### src/design/fcta_pkg.sv
// Shared types and field widths for the FIFO control token arbiter.
// No dependencies; imported by the top level.
package fcta_pkg;

  // Field widths of the input and result words.
  localparam int CmdW       = 2;
  localparam int SlotFieldW = 4;
  localparam int StatusW    = 3;
  localparam int CountW     = 5;

  // Default number of client slots.
  localparam int SlotCountDef = 16;

  typedef enum logic [CmdW-1:0] {
    CMD_JOIN    = 2'd0,
    CMD_REQUEST = 2'd1,
    CMD_RELEASE = 2'd2,
    CMD_LEAVE   = 2'd3
  } cmd_e;

  typedef enum logic [StatusW-1:0] {
    ST_GRANTED        = 3'd0,
    ST_QUEUED         = 3'd1,
    ST_ALREADY_OWNER  = 3'd2,
    ST_ALREADY_QUEUED = 3'd3,
    ST_IGNORED        = 3'd4,
    ST_NO_FREE        = 3'd5,
    ST_DONE           = 3'd6
  } status_e;

endpackage

### src/design/fcta_ram.sv
// Generic simple dual-port RAM: one write port, one read port, registered read.
// No dependencies.
module fcta_ram #(
  parameter int Width = 4,
  parameter int Depth = 16
) (
  input  logic                     clk_i,
  input  logic                     we_i,
  input  logic [$clog2(Depth)-1:0] waddr_i,
  input  logic [Width-1:0]         wdata_i,
  input  logic                     re_i,
  input  logic [$clog2(Depth)-1:0] raddr_i,
  output logic [Width-1:0]         rdata_o
);

  logic [Width-1:0] mem_q [Depth];
  logic [Width-1:0] rdata_q;

  // Write port.
  always_ff @(posedge clk_i) begin
    if (we_i) begin
      mem_q[waddr_i] <= wdata_i;
    end
  end

  // Read port, registered.
  always_ff @(posedge clk_i) begin
    if (re_i) begin
      rdata_q <= mem_q[raddr_i];
    end
  end

  assign rdata_o = rdata_q;

endmodule

### src/design/fifo_control_token_arbiter_top.sv
// Top level of the FIFO control token arbiter: command sequencer, slot flags,
// owner register and the wait queue held in fcta_ram. Depends on fcta_pkg.
//
//   channel  direction  handshake               payload
//   in       input      in_valid_i / in_ready_o  cmd_i, client_slot_i
//   out      output     out_valid_o / out_ready_i status_o, joined_slot_o,
//                                               owner_valid_o, owner_slot_o,
//                                               waiting_count_o, queue_position_o
//
// One word is processed at a time. A join or an owner leave that falls back to
// the lowest active slot scans the slot flags one per cycle; a request or a
// non-owner leave walks the queue through the registered RAM read port, one
// entry per cycle, and decides once the last entry read has been checked.
// Reset clears the slot flags, owner and queue pointers at once; queue entries
// are not cleared. A new word is taken while a finished result waits in the
// output register; a stalled output only holds the next result in its final step.
module fifo_control_token_arbiter_top #(
  parameter int SlotCount = fcta_pkg::SlotCountDef
) (
  input  logic                           clk_i,
  input  logic                           rst_ni,
  input  logic                           in_valid_i,
  output logic                           in_ready_o,
  input  logic [fcta_pkg::CmdW-1:0]       cmd_i,
  input  logic [fcta_pkg::SlotFieldW-1:0] client_slot_i,
  output logic                           out_valid_o,
  input  logic                           out_ready_i,
  output logic [fcta_pkg::StatusW-1:0]    status_o,
  output logic [fcta_pkg::SlotFieldW-1:0] joined_slot_o,
  output logic                           owner_valid_o,
  output logic [fcta_pkg::SlotFieldW-1:0] owner_slot_o,
  output logic [fcta_pkg::CountW-1:0]     waiting_count_o,
  output logic [fcta_pkg::CountW-1:0]     queue_position_o
);

  import fcta_pkg::*;

  localparam int SlotW = $clog2(SlotCount);
  localparam int FillW = $clog2(SlotCount + 1);
  localparam int SumW  = SlotW + 2;
  localparam int CmpW  = ((SlotW > SlotFieldW) ? SlotW : SlotFieldW) + 1;

  // Sequencer states.
  localparam logic [2:0] S_IDLE   = 3'd0;
  localparam logic [2:0] S_DECODE = 3'd1;
  localparam logic [2:0] S_FREE   = 3'd2;
  localparam logic [2:0] S_QSCAN  = 3'd3;
  localparam logic [2:0] S_POP    = 3'd4;
  localparam logic [2:0] S_POPD   = 3'd5;
  localparam logic [2:0] S_LOWEST = 3'd6;
  localparam logic [2:0] S_FINISH = 3'd7;

  logic [2:0]            state_q, state_d;
  cmd_e                  cmd_q, cmd_d;
  logic [SlotFieldW-1:0] slot_q, slot_d;
  logic [SlotCount-1:0]  active_q, active_d;
  logic                  owner_v_q, owner_v_d;
  logic [SlotW-1:0]      owner_q, owner_d;
  logic [SlotW-1:0]      front_q, front_d;
  logic [FillW-1:0]      fill_q, fill_d;
  logic [SlotW-1:0]      idx_q, idx_d;
  logic [FillW-1:0]      rk_q, rk_d;
  logic [FillW-1:0]      kept_q, kept_d;
  logic                  rvalid_q, rvalid_d;
  logic                  dup_q, dup_d;
  status_e               res_status_q, res_status_d;
  logic [SlotFieldW-1:0] res_joined_q, res_joined_d;
  logic [CountW-1:0]     res_qpos_q, res_qpos_d;

  logic                  out_valid_q, out_valid_d;
  logic                  out_load;
  status_e               out_status_q;
  logic [SlotFieldW-1:0] out_joined_q;
  logic                  out_ownv_q;
  logic [SlotFieldW-1:0] out_owner_q;
  logic [CountW-1:0]     out_count_q;
  logic [CountW-1:0]     out_qpos_q;

  logic                  ram_we, ram_re;
  logic [SlotW-1:0]      ram_waddr, ram_raddr;
  logic [SlotFieldW-1:0] ram_wdata, ram_rdata;

  logic                  owner_hit;
  logic                  slot_act;
  logic                  entry_act;

  // True when a slot number names an existing, active slot.
  function automatic logic slot_is_active(logic [SlotFieldW-1:0] s,
                                          logic [SlotCount-1:0] act);
    logic [CmpW-1:0] s_w;
    s_w = CmpW'(s);
    return (s_w < CmpW'(SlotCount)) && act[s_w[SlotW-1:0]];
  endfunction

  // Circular queue position: front plus an offset, modulo the depth.
  function automatic logic [SlotW-1:0] wrap_idx(logic [SlotW-1:0] base,
                                                logic [FillW-1:0] off);
    logic [SumW-1:0] sum;
    sum = SumW'(base) + SumW'(off);
    if (sum >= SumW'(SlotCount)) begin
      sum = sum - SumW'(SlotCount);
    end
    return sum[SlotW-1:0];
  endfunction

  assign owner_hit = owner_v_q && (CmpW'(owner_q) == CmpW'(slot_q));
  assign slot_act  = slot_is_active(slot_q, active_q);
  assign entry_act = slot_is_active(ram_rdata, active_q);

  assign in_ready_o = (state_q == S_IDLE);
  assign out_load   = (state_q == S_FINISH) && (!out_valid_q || out_ready_i);

  // Command sequencer: decode, slot scans, queue walk and pop.
  always_comb begin
    state_d      = state_q;
    cmd_d        = cmd_q;
    slot_d       = slot_q;
    active_d     = active_q;
    owner_v_d    = owner_v_q;
    owner_d      = owner_q;
    front_d      = front_q;
    fill_d       = fill_q;
    idx_d        = idx_q;
    rk_d         = rk_q;
    kept_d       = kept_q;
    rvalid_d     = 1'b0;
    dup_d        = dup_q;
    res_status_d = res_status_q;
    res_joined_d = res_joined_q;
    res_qpos_d   = res_qpos_q;
    ram_we       = 1'b0;
    ram_waddr    = wrap_idx(front_q, fill_q);
    ram_wdata    = slot_q;
    ram_re       = 1'b0;
    ram_raddr    = wrap_idx(front_q, rk_q);

    case (state_q)
      S_IDLE: begin
        if (in_valid_i) begin
          cmd_d   = cmd_e'(cmd_i);
          slot_d  = client_slot_i;
          state_d = S_DECODE;
        end
      end

      S_DECODE: begin
        res_joined_d = '0;
        res_qpos_d   = '0;
        res_status_d = ST_IGNORED;
        idx_d        = '0;
        rk_d         = '0;
        kept_d       = '0;
        dup_d        = 1'b0;
        state_d      = S_FINISH;
        if (cmd_q == CMD_JOIN) begin
          state_d = S_FREE;
        end else if (slot_act) begin
          case (cmd_q)
            CMD_REQUEST: begin
              if (owner_hit) begin
                res_status_d = ST_ALREADY_OWNER;
              end else if (!owner_v_q) begin
                owner_v_d    = 1'b1;
                owner_d      = SlotW'(slot_q);
                res_status_d = ST_GRANTED;
              end else begin
                state_d = S_QSCAN;
              end
            end
            CMD_RELEASE: begin
              if (owner_hit) begin
                owner_v_d    = 1'b0;
                owner_d      = '0;
                res_status_d = ST_DONE;
                state_d      = S_POP;
              end
            end
            default: begin
              // Leave: drop the slot, then either hand on the token or
              // compact the queue.
              active_d[SlotW'(slot_q)] = 1'b0;
              res_status_d = ST_DONE;
              if (owner_hit) begin
                owner_v_d = 1'b0;
                owner_d   = '0;
                state_d   = S_POP;
              end else begin
                state_d = S_QSCAN;
              end
            end
          endcase
        end
      end

      S_FREE: begin
        // Lowest free slot, one flag per cycle.
        if (!active_q[idx_q]) begin
          active_d[idx_q] = 1'b1;
          res_joined_d    = SlotFieldW'(idx_q);
          if (!owner_v_q) begin
            owner_v_d    = 1'b1;
            owner_d      = idx_q;
            res_status_d = ST_GRANTED;
          end else begin
            res_status_d = ST_DONE;
          end
          state_d = S_FINISH;
        end else if (idx_q == SlotW'(SlotCount - 1)) begin
          res_status_d = ST_NO_FREE;
          state_d      = S_FINISH;
        end else begin
          idx_d = idx_q + SlotW'(1);
        end
      end

      S_QSCAN: begin
        // Issue one read per cycle; the entry read last cycle is checked now.
        if (rk_q < fill_q) begin
          ram_re   = 1'b1;
          rk_d     = rk_q + FillW'(1);
          rvalid_d = 1'b1;
        end
        if (rvalid_q) begin
          if (cmd_q == CMD_REQUEST) begin
            if (ram_rdata == slot_q) begin
              dup_d = 1'b1;
            end
          end else if ((ram_rdata != slot_q) && entry_act) begin
            ram_we    = 1'b1;
            ram_waddr = wrap_idx(front_q, kept_q);
            ram_wdata = ram_rdata;
            kept_d    = kept_q + FillW'(1);
          end
        end
        if ((rk_q == fill_q) && !rvalid_q) begin
          state_d = S_FINISH;
          if (cmd_q == CMD_REQUEST) begin
            if (dup_q) begin
              res_status_d = ST_ALREADY_QUEUED;
            end else if (fill_q >= FillW'(SlotCount)) begin
              res_status_d = ST_IGNORED;
            end else begin
              ram_we       = 1'b1;
              fill_d       = fill_q + FillW'(1);
              res_qpos_d   = CountW'(fill_q) + CountW'(1);
              res_status_d = ST_QUEUED;
            end
          end else begin
            fill_d = kept_q;
          end
        end
      end

      S_POP: begin
        if (fill_q == '0) begin
          state_d = (cmd_q == CMD_LEAVE) ? S_LOWEST : S_FINISH;
        end else begin
          ram_re    = 1'b1;
          ram_raddr = front_q;
          front_d   = wrap_idx(front_q, FillW'(1));
          fill_d    = fill_q - FillW'(1);
          state_d   = S_POPD;
        end
      end

      S_POPD: begin
        // The dequeued head takes the token if it is still active.
        if (entry_act) begin
          owner_v_d = 1'b1;
          owner_d   = SlotW'(ram_rdata);
          state_d   = S_FINISH;
        end else begin
          state_d = (cmd_q == CMD_LEAVE) ? S_LOWEST : S_FINISH;
        end
      end

      S_LOWEST: begin
        // Owner left with no usable head: lowest active slot takes the token.
        if (active_q[idx_q]) begin
          owner_v_d = 1'b1;
          owner_d   = idx_q;
          state_d   = S_FINISH;
        end else if (idx_q == SlotW'(SlotCount - 1)) begin
          state_d = S_FINISH;
        end else begin
          idx_d = idx_q + SlotW'(1);
        end
      end

      S_FINISH: begin
        if (out_load) begin
          state_d = S_IDLE;
        end
      end

      default: begin
        state_d = S_IDLE;
      end
    endcase
  end

  // Output register valid flag.
  always_comb begin
    out_valid_d = out_valid_q;
    if (out_load) begin
      out_valid_d = 1'b1;
    end else if (out_ready_i) begin
      out_valid_d = 1'b0;
    end
  end

  // Control state.
  always_ff @(posedge clk_i or negedge rst_ni) begin
    if (!rst_ni) begin
      state_q     <= S_IDLE;
      active_q    <= '0;
      owner_v_q   <= 1'b0;
      owner_q     <= '0;
      front_q     <= '0;
      fill_q      <= '0;
      rvalid_q    <= 1'b0;
      out_valid_q <= 1'b0;
    end else begin
      state_q     <= state_d;
      active_q    <= active_d;
      owner_v_q   <= owner_v_d;
      owner_q     <= owner_d;
      front_q     <= front_d;
      fill_q      <= fill_d;
      rvalid_q    <= rvalid_d;
      out_valid_q <= out_valid_d;
    end
  end

  // Working and result payload registers.
  always_ff @(posedge clk_i) begin
    cmd_q        <= cmd_d;
    slot_q       <= slot_d;
    idx_q        <= idx_d;
    rk_q         <= rk_d;
    kept_q       <= kept_d;
    dup_q        <= dup_d;
    res_status_q <= res_status_d;
    res_joined_q <= res_joined_d;
    res_qpos_q   <= res_qpos_d;
    if (out_load) begin
      out_status_q <= res_status_q;
      out_joined_q <= res_joined_q;
      out_ownv_q   <= owner_v_q;
      out_owner_q  <= owner_v_q ? SlotFieldW'(owner_q) : '0;
      out_count_q  <= CountW'(fill_q);
      out_qpos_q   <= res_qpos_q;
    end
  end

  // Wait queue storage.
  fcta_ram #(
    .Width (SlotFieldW),
    .Depth (SlotCount)
  ) u_wait_ram (
    .clk_i   (clk_i),
    .we_i    (ram_we),
    .waddr_i (ram_waddr),
    .wdata_i (ram_wdata),
    .re_i    (ram_re),
    .raddr_i (ram_raddr),
    .rdata_o (ram_rdata)
  );

  assign out_valid_o      = out_valid_q;
  assign status_o         = out_status_q;
  assign joined_slot_o    = out_joined_q;
  assign owner_valid_o    = out_ownv_q;
  assign owner_slot_o     = out_owner_q;
  assign waiting_count_o  = out_count_q;
  assign queue_position_o = out_qpos_q;

endmodule
### config.mk
export PLATFORM = sky130hd
export DESIGN_NAME = fifo_control_token_arbiter_top
export DESIGN_NICKNAME = d
export VERILOG_FILES = /design/src/design/fcta_pkg.sv /design/src/design/fcta_ram.sv /design/src/design/fifo_control_token_arbiter_top.sv
export SDC_FILE = /design/constraint.sdc
export NUM_CORES = 1
export LEC_CHECK = 0
export BUFFER_PORTS_ARGS = -buffer_cell sky130_fd_sc_hd__clkbuf_2
export CORE_MARGIN = 5
export CORE_UTILIZATION = 55
export DETAILED_ROUTE_END_ITERATION = 6
export PLACE_DENSITY_LB_ADDON = 0.25
export SLEW_MARGIN = 15
export SYNTH_ARGS = -nofsm -noshare
export SYNTH_HDL_FRONTEND = slang
export SYNTH_HIERARCHICAL = 1
export SYNTH_SLANG_ARGS = --single-unit
### constraint.sdc
create_clock -name clk_i -period 10.3 [get_ports clk_i]
set_input_delay 2.06 -clock clk_i [delete_from_list [all_inputs] [get_ports clk_i]]
set_output_delay 2.06 -clock clk_i [all_outputs]
set_load 0.02 [all_outputs]
Word level (Yosys, flattened, before mapping):

Memories as Yosys holds them, arrays and structs flattened. A register that Yosys moved wholly into a read port is not among the register bits.
Cells that the tools add are included.

* $add $sub $neg: 13
* multiply operators: 0
* div/mod/pow operators: 0
* order comparisons: 11
* equal/unequal tests: 42
* shifts and indexed selects: 0
* mux-type cells: 121
* bitwise gates (word level): 4
* reductions and logical operators: 34

Operators with widths (number)
* 4-bit two-way mux: 28
* 3-bit two-way mux: 22
* 16-bit two-way mux: 4
* 5-bit two-way mux: 11
* 2-bit inequality test (second input constant): 21
* 5-bit one-hot mux with 2 select lines: 4
* 1-bit two-way mux: 33
* 16-bit one-hot mux with 2 select lines: 1
* 3-bit one-hot mux with 8 select lines: 1
* 4-bit by 5-bit adder with 6-bit output: 3
* 6-bit by 5-bit greater-or-equal comparator with 1-bit output (second input constant): 3
* 3-bit inequality test (second input constant): 6
* 16-bit AND: 1
* 16-bit inverter: 1
* 16-bit OR: 1
* 4-bit one-hot mux with 4 select lines: 1
* 4-bit by 1-bit subtractor with 4-bit output (second input constant): 4
* 5-bit by 1-bit adder with 5-bit output (second input constant): 3
* 4-bit by 5-bit less-than comparator with 1-bit output (second input constant): 3
* 5-bit AND reduction: 3
* 1-bit binary-select mux with 4-bit select: 3
* 3-bit equality test (second input constant): 4
* 3-bit one-hot mux with 2 select lines: 2
* 4-bit one-hot mux with 3 select lines: 1
* other kinds (36): 61

* flip-flop bits (word level): 90
* bits in latches: 0
* RAM bits: 64
* bits in read-only memories: 0
* input port bits: 10
* output and inout port bits: 24
* memories: 1

Memory list
* u_wait_ram.mem_q: words 16, width 4, read ports 1, clocked after Yosys merged registers in 1, wr ports 1, line fcta_ram.sv:16 `logic [Width-1:0] mem_q [Depth];`

Logic depth before layout (Yosys ltp):

* word-level depth: 13
* depth in mapped cells: 12
* mapped depth without buffers: 10

Cells and area by module:

Netlist, hierarchy kept.

Modules (own cells, without submodules)
* fifo_control_token_arbiter_top: times used 1, cells each 529, area each 5571.6 um^2, seq. area each 2527.4 um^2
* fcta_ram: times used 1, cells each 130, area each 2706.3 um^2, seq. area each 2042.0 um^2

Worst setup path before layout:

No wires, ideal clock.

* kind: input -> register
* from: input out_ready_i
* to: register out_joined_q[0] (netlist: joined_slot_o[0]) (enable)
* setup time: 0.403 ns
* data arrival time: 3.239 ns
* required time: 9.897 ns
* path slack: 6.658 ns
* stages on the path: 2
* cell sequence: nand2b_1 > nor2b_1

* cells in the longest elaborated chain, start to end: 2

RTL lines
* start: declaration: line fifo_control_token_arbiter_top.sv:27 `input logic out_ready_i,`
* 1-bit logical OR: line fifo_control_token_arbiter_top.sv:111 `assign out_load = (state_q == S_FINISH) && (!out_valid_q || out_ready_i);`
* 1-bit logical AND: line fifo_control_token_arbiter_top.sv:111
* net out_load: line fifo_control_token_arbiter_top.sv:71 `logic out_load;`
* end signal: assignment: line fifo_control_token_arbiter_top.sv:348 `out_joined_q <= res_joined_q;`
* end: declaration: line fifo_control_token_arbiter_top.sv:73 `logic [SlotFieldW-1:0] out_joined_q;`

The timed path passes the listed nets, and every way through them passes these cells.
A chain may end at the register's enable or synchronous reset.

Final worst setup path:

* from: register state_q[2]
* to: memory u_wait_ram.mem_q[0][3] (enable)

* elaborated cells between the ends (all ways): 5
* classes of those cells: eq/ne (1); mux (4)

RTL lines
* start: declaration: line fifo_control_token_arbiter_top.sv:53 `logic [2:0] state_q, state_d;`
* start signal: assignment: line fifo_control_token_arbiter_top.sv:324 `state_q <= state_d;`
* 3-bit by 2-bit equality test with 1-bit output: line fifo_control_token_arbiter_top.sv:137 `case (state_q)`
* 4-bit two-way mux: line fifo_control_token_arbiter_top.sv:137
* net ram_waddr[3]: line fifo_control_token_arbiter_top.sv:80 `logic [SlotW-1:0] ram_waddr, ram_raddr;`
* end: declaration: line fcta_ram.sv:16

The timed path passes the listed nets, and every way through them passes these cells.

==> metrics.yaml <==
status: "finished, violations left"
violations: "design-rule violations"
netlist_instances: 659
syn2layout_area_growth_pct: 9.885
ir_worst_vdd_mv: 0.1564
leakage_nw: 3.464
critPathRequiredTime_ns: 10.37
p_int_mw: 1.027
diodes: 0
drt_first_pass_iters: 7
finish.utilization_pct: 62.12
grt_pass1_wl_mm: 29.15
synth_cell_types: 69
vias: 5500
post-route-period-util_pct: 41.98
yosys_warnings: 6
core_area_mm2: 0.01464
placed_area_mm2: 0.008497
grt_pass1_vias: 5445
antenna_found_initial: 0
die_area_mm2: 0.01760
htreeDepth: 4
setup-tns-final_ns: 0
cts-resized-gates: 0
p_switching_uw: 283.8
post_cts_buffers: 0
track_usage_pct: 21.21
final_cell_mix: "edfxtp_1 (123), nor2_1 (59), nand2_1 (57), dfrtp_1 (35), clkbuf_2 (33)"
period_needed_ns: 4.324
pwr-share-comb_pct: 0.4
cts_buffer_depth: 2
worstPathMaxFanout: 17
hold-path-cell-count: 0
yosys.area.top_type: "edfxtp_1"
postRouteAntennaNets: 0
drc: 2
syn_nets: 704
cts_tree: "yes"
rows: 44
io_buffers: 33
fill_cells: 1131
slew_viol_final: 0
cts.sinks: 158
total_power_mw: 1.311
seq_power_share_pct: 51.9
synth-main-ff-cell: "edfxtp_1"
die_y_um: 132.7
finalClockSkew_ns: 0.01363
drive_gt1_share_pct: 13.75
worstSkewPairLatency_ns: 0.44
seq_area_frac_synth_pct: 55.20
wl_per_cell_um: 20.41
routabilityCongestion: 0.9348
final_common_cell: "edfxtp_1"
ys_async_sr_fraction_pct: 22.15
power.density_mw_per_mm2: 144.1
syn_area_per_cell_um2: 12.56
yosysTopAreaCellShare_pct: 44.62
fin_nets: 730
hp-class: "flip-flop to flip-flop"
initial_utilization_pct: 56.53
rsz0062_at_grt: "false"
ios: 34
synthTopCellsByArea: "edfxtp_1 (45%), dfrtp_1 (11%), ha_1 (4.8%)"
worstMarginPinSlew_ns: 0.9896
clk_pin_slew_ns: 0.06
fmax_mhz: 231.3
drv_cap: 0
grt_remaining_overflow: 0
cts_root_buf: "clkbuf_16"
pwr-share-clk_pct: 47.8
final-hold-violation-count: 0
slew_headroom_pct: 33.10
synth_enable_flop_cells: 123
wl_mm: 18.00
power_switching_share_pct: 21.65
cp.arrival_ns: 4.39
setup_violations: 0
viasPerCell: 6.236
grt_max_degree: 36
synth_area_mm2: 0.008278
ys_seq_elements: 158
drt_iter0_drc: 727
critical_path_class: "flip-flop to flip-flop"
cts_buffers: 17
cp-end-kind: "flip-flop"
fin_area_mm2: 0.009096
die_width_um: 132.7
critPathLaunchType: "flip-flop"
holdBufCountCts: 0
dp_hpwl_mm: 12.98
reg2regPathDepth: 10
==> logic make-up after synthesis <==
logic type / synth area share [%]
flops: 55.20
xor+xnor: 3.492
compound gates: 9.266
buf+inv: 3.794
mux: 10.57
fa+ha+maj: 5.562
simple gates: 12.12
==> Yosys cell counts, drive strengths merged, types with 15 or more instances <==
master and count:
inv 27, mux2i 27, ha 32, o21ai 27, a21oi 22, xnor2 18
edfxtp 123, xor2 15, mux4 21, nand2 57, dfrtp 35, clkbuf 19
nor2 59, nand3 30
==> state kept, by name, indices dropped and copies added, names as in the netlist, 2 cells and up <==
| signal | flops |
|---|---|
| state_q | 3 |
| u_wait_ram/rdata_o | 4 |
| kept_q | 5 |
| front_q | 4 |
| slot_q | 4 |
| joined_slot_o | 4 |
| rk_q | 5 |
| status_o | 3 |
| queue_position_o | 5 |
| res_joined_q | 4 |
| res_qpos_q | 5 |
| active_q | 16 |
| cmd_q | 2 |
| fill_q | 5 |
| owner_q | 4 |
| waiting_count_o | 5 |
| idx_q | 4 |
| res_status_q | 3 |
| u_wait_ram/mem_q | 64 |
| owner_slot_o | 4 |
==> final cells by class <==
| cell class | instances | area [um^2] | share of cell area (%) |
|---|---|---|---|
| Clock buffer | 17 | 425.4 | 4.677 |
| Clock inverter | 15 | 173.9 | 1.912 |
| Inverter | 30 | 112.6 | 1.238 |
| Multi-Input combinational cell | 442 | 3397 | 37.35 |
| Sequential cell | 158 | 4569 | 50.23 |
| Tap cell | 184 | 230.2 | 2.531 |
| Timing Repair Buffer | 36 | 187.7 | 2.063 |
==> power by group through the flow <==
stage               registers [mW]  clock network, mW  logic (mW)
finish                       0.680              0.626     0.00480
global route                 0.679              0.667     0.00549
CTS                          0.679              0.638     0.00499
detailed placement           0.693                  0     0.00492
global placement             0.693                  0     0.00472
floorplan                    0.693                  0   0.0000576
==> critical path, cell delays in order, from the launching register on <==
cell,delay (ns)
dfrtp_1,0.62
clkinv_1,0.51
nand2_1,0.62
inv_1,0.32
nand2_1,0.14
nor3_1,0.08
and2_1,0.33
a21oi_1,0.21
xnor2_1,0.13
or3b_2,0.53
nor3_1,0.47
==> through the flow <==
| stage | hold WS [ns] | instances | setup slack [ns] |
|---|---|---|---|
| final | 0.4203 | 882 | 5.976 |
| after global routing | 0.4292 | 882 | 5.706 |
| after CTS | 0.4222 | 882 | 6.064 |
| after detailed placement | 0.4054 | 850 | 6.076 |
| after global placement | 0.4011 | 850 | 6.319 |
| after floorplan | 0.4003 | 659 | 6.658 |
==> routing by layer <==
layer | vias to the layer above | GRT usage (%) | wire length, um
li1 | 2529 | - | -
met1 | 2675 | 28.89 | 7756
met2 | 258 | 33.24 | 8397
met3 | 38 | 4.290 | 1409
met4 | 0 | 9.353 | 440
met5 | - | 0 | 0
==> worst paths after layout <==
check                                              startpoint                                to  slack (ns)
worst min-delay path            res_joined_q[3]$_SDFFCE_PN0P_        joined_slot_o[3]$_DFFE_PP_        0.42
worst min register to register  res_joined_q[3]$_SDFFCE_PN0P_        joined_slot_o[3]$_DFFE_PP_        0.42
worst max register to register         state_q[2]$_DFFE_PN0P_  u_wait_ram/mem_q[0][3]$_DFFE_PP_        5.98
max in group asynchronous                              rst_ni            owner_q[1]$_DFFE_PN0P_        7.89
worst max-delay path                   state_q[2]$_DFFE_PN0P_  u_wait_ram/mem_q[0][3]$_DFFE_PP_        5.98
min in group asynchronous                              rst_ni           active_q[7]$_DFFE_PN0P_        1.79
Power figures use the tool's default switching activity.
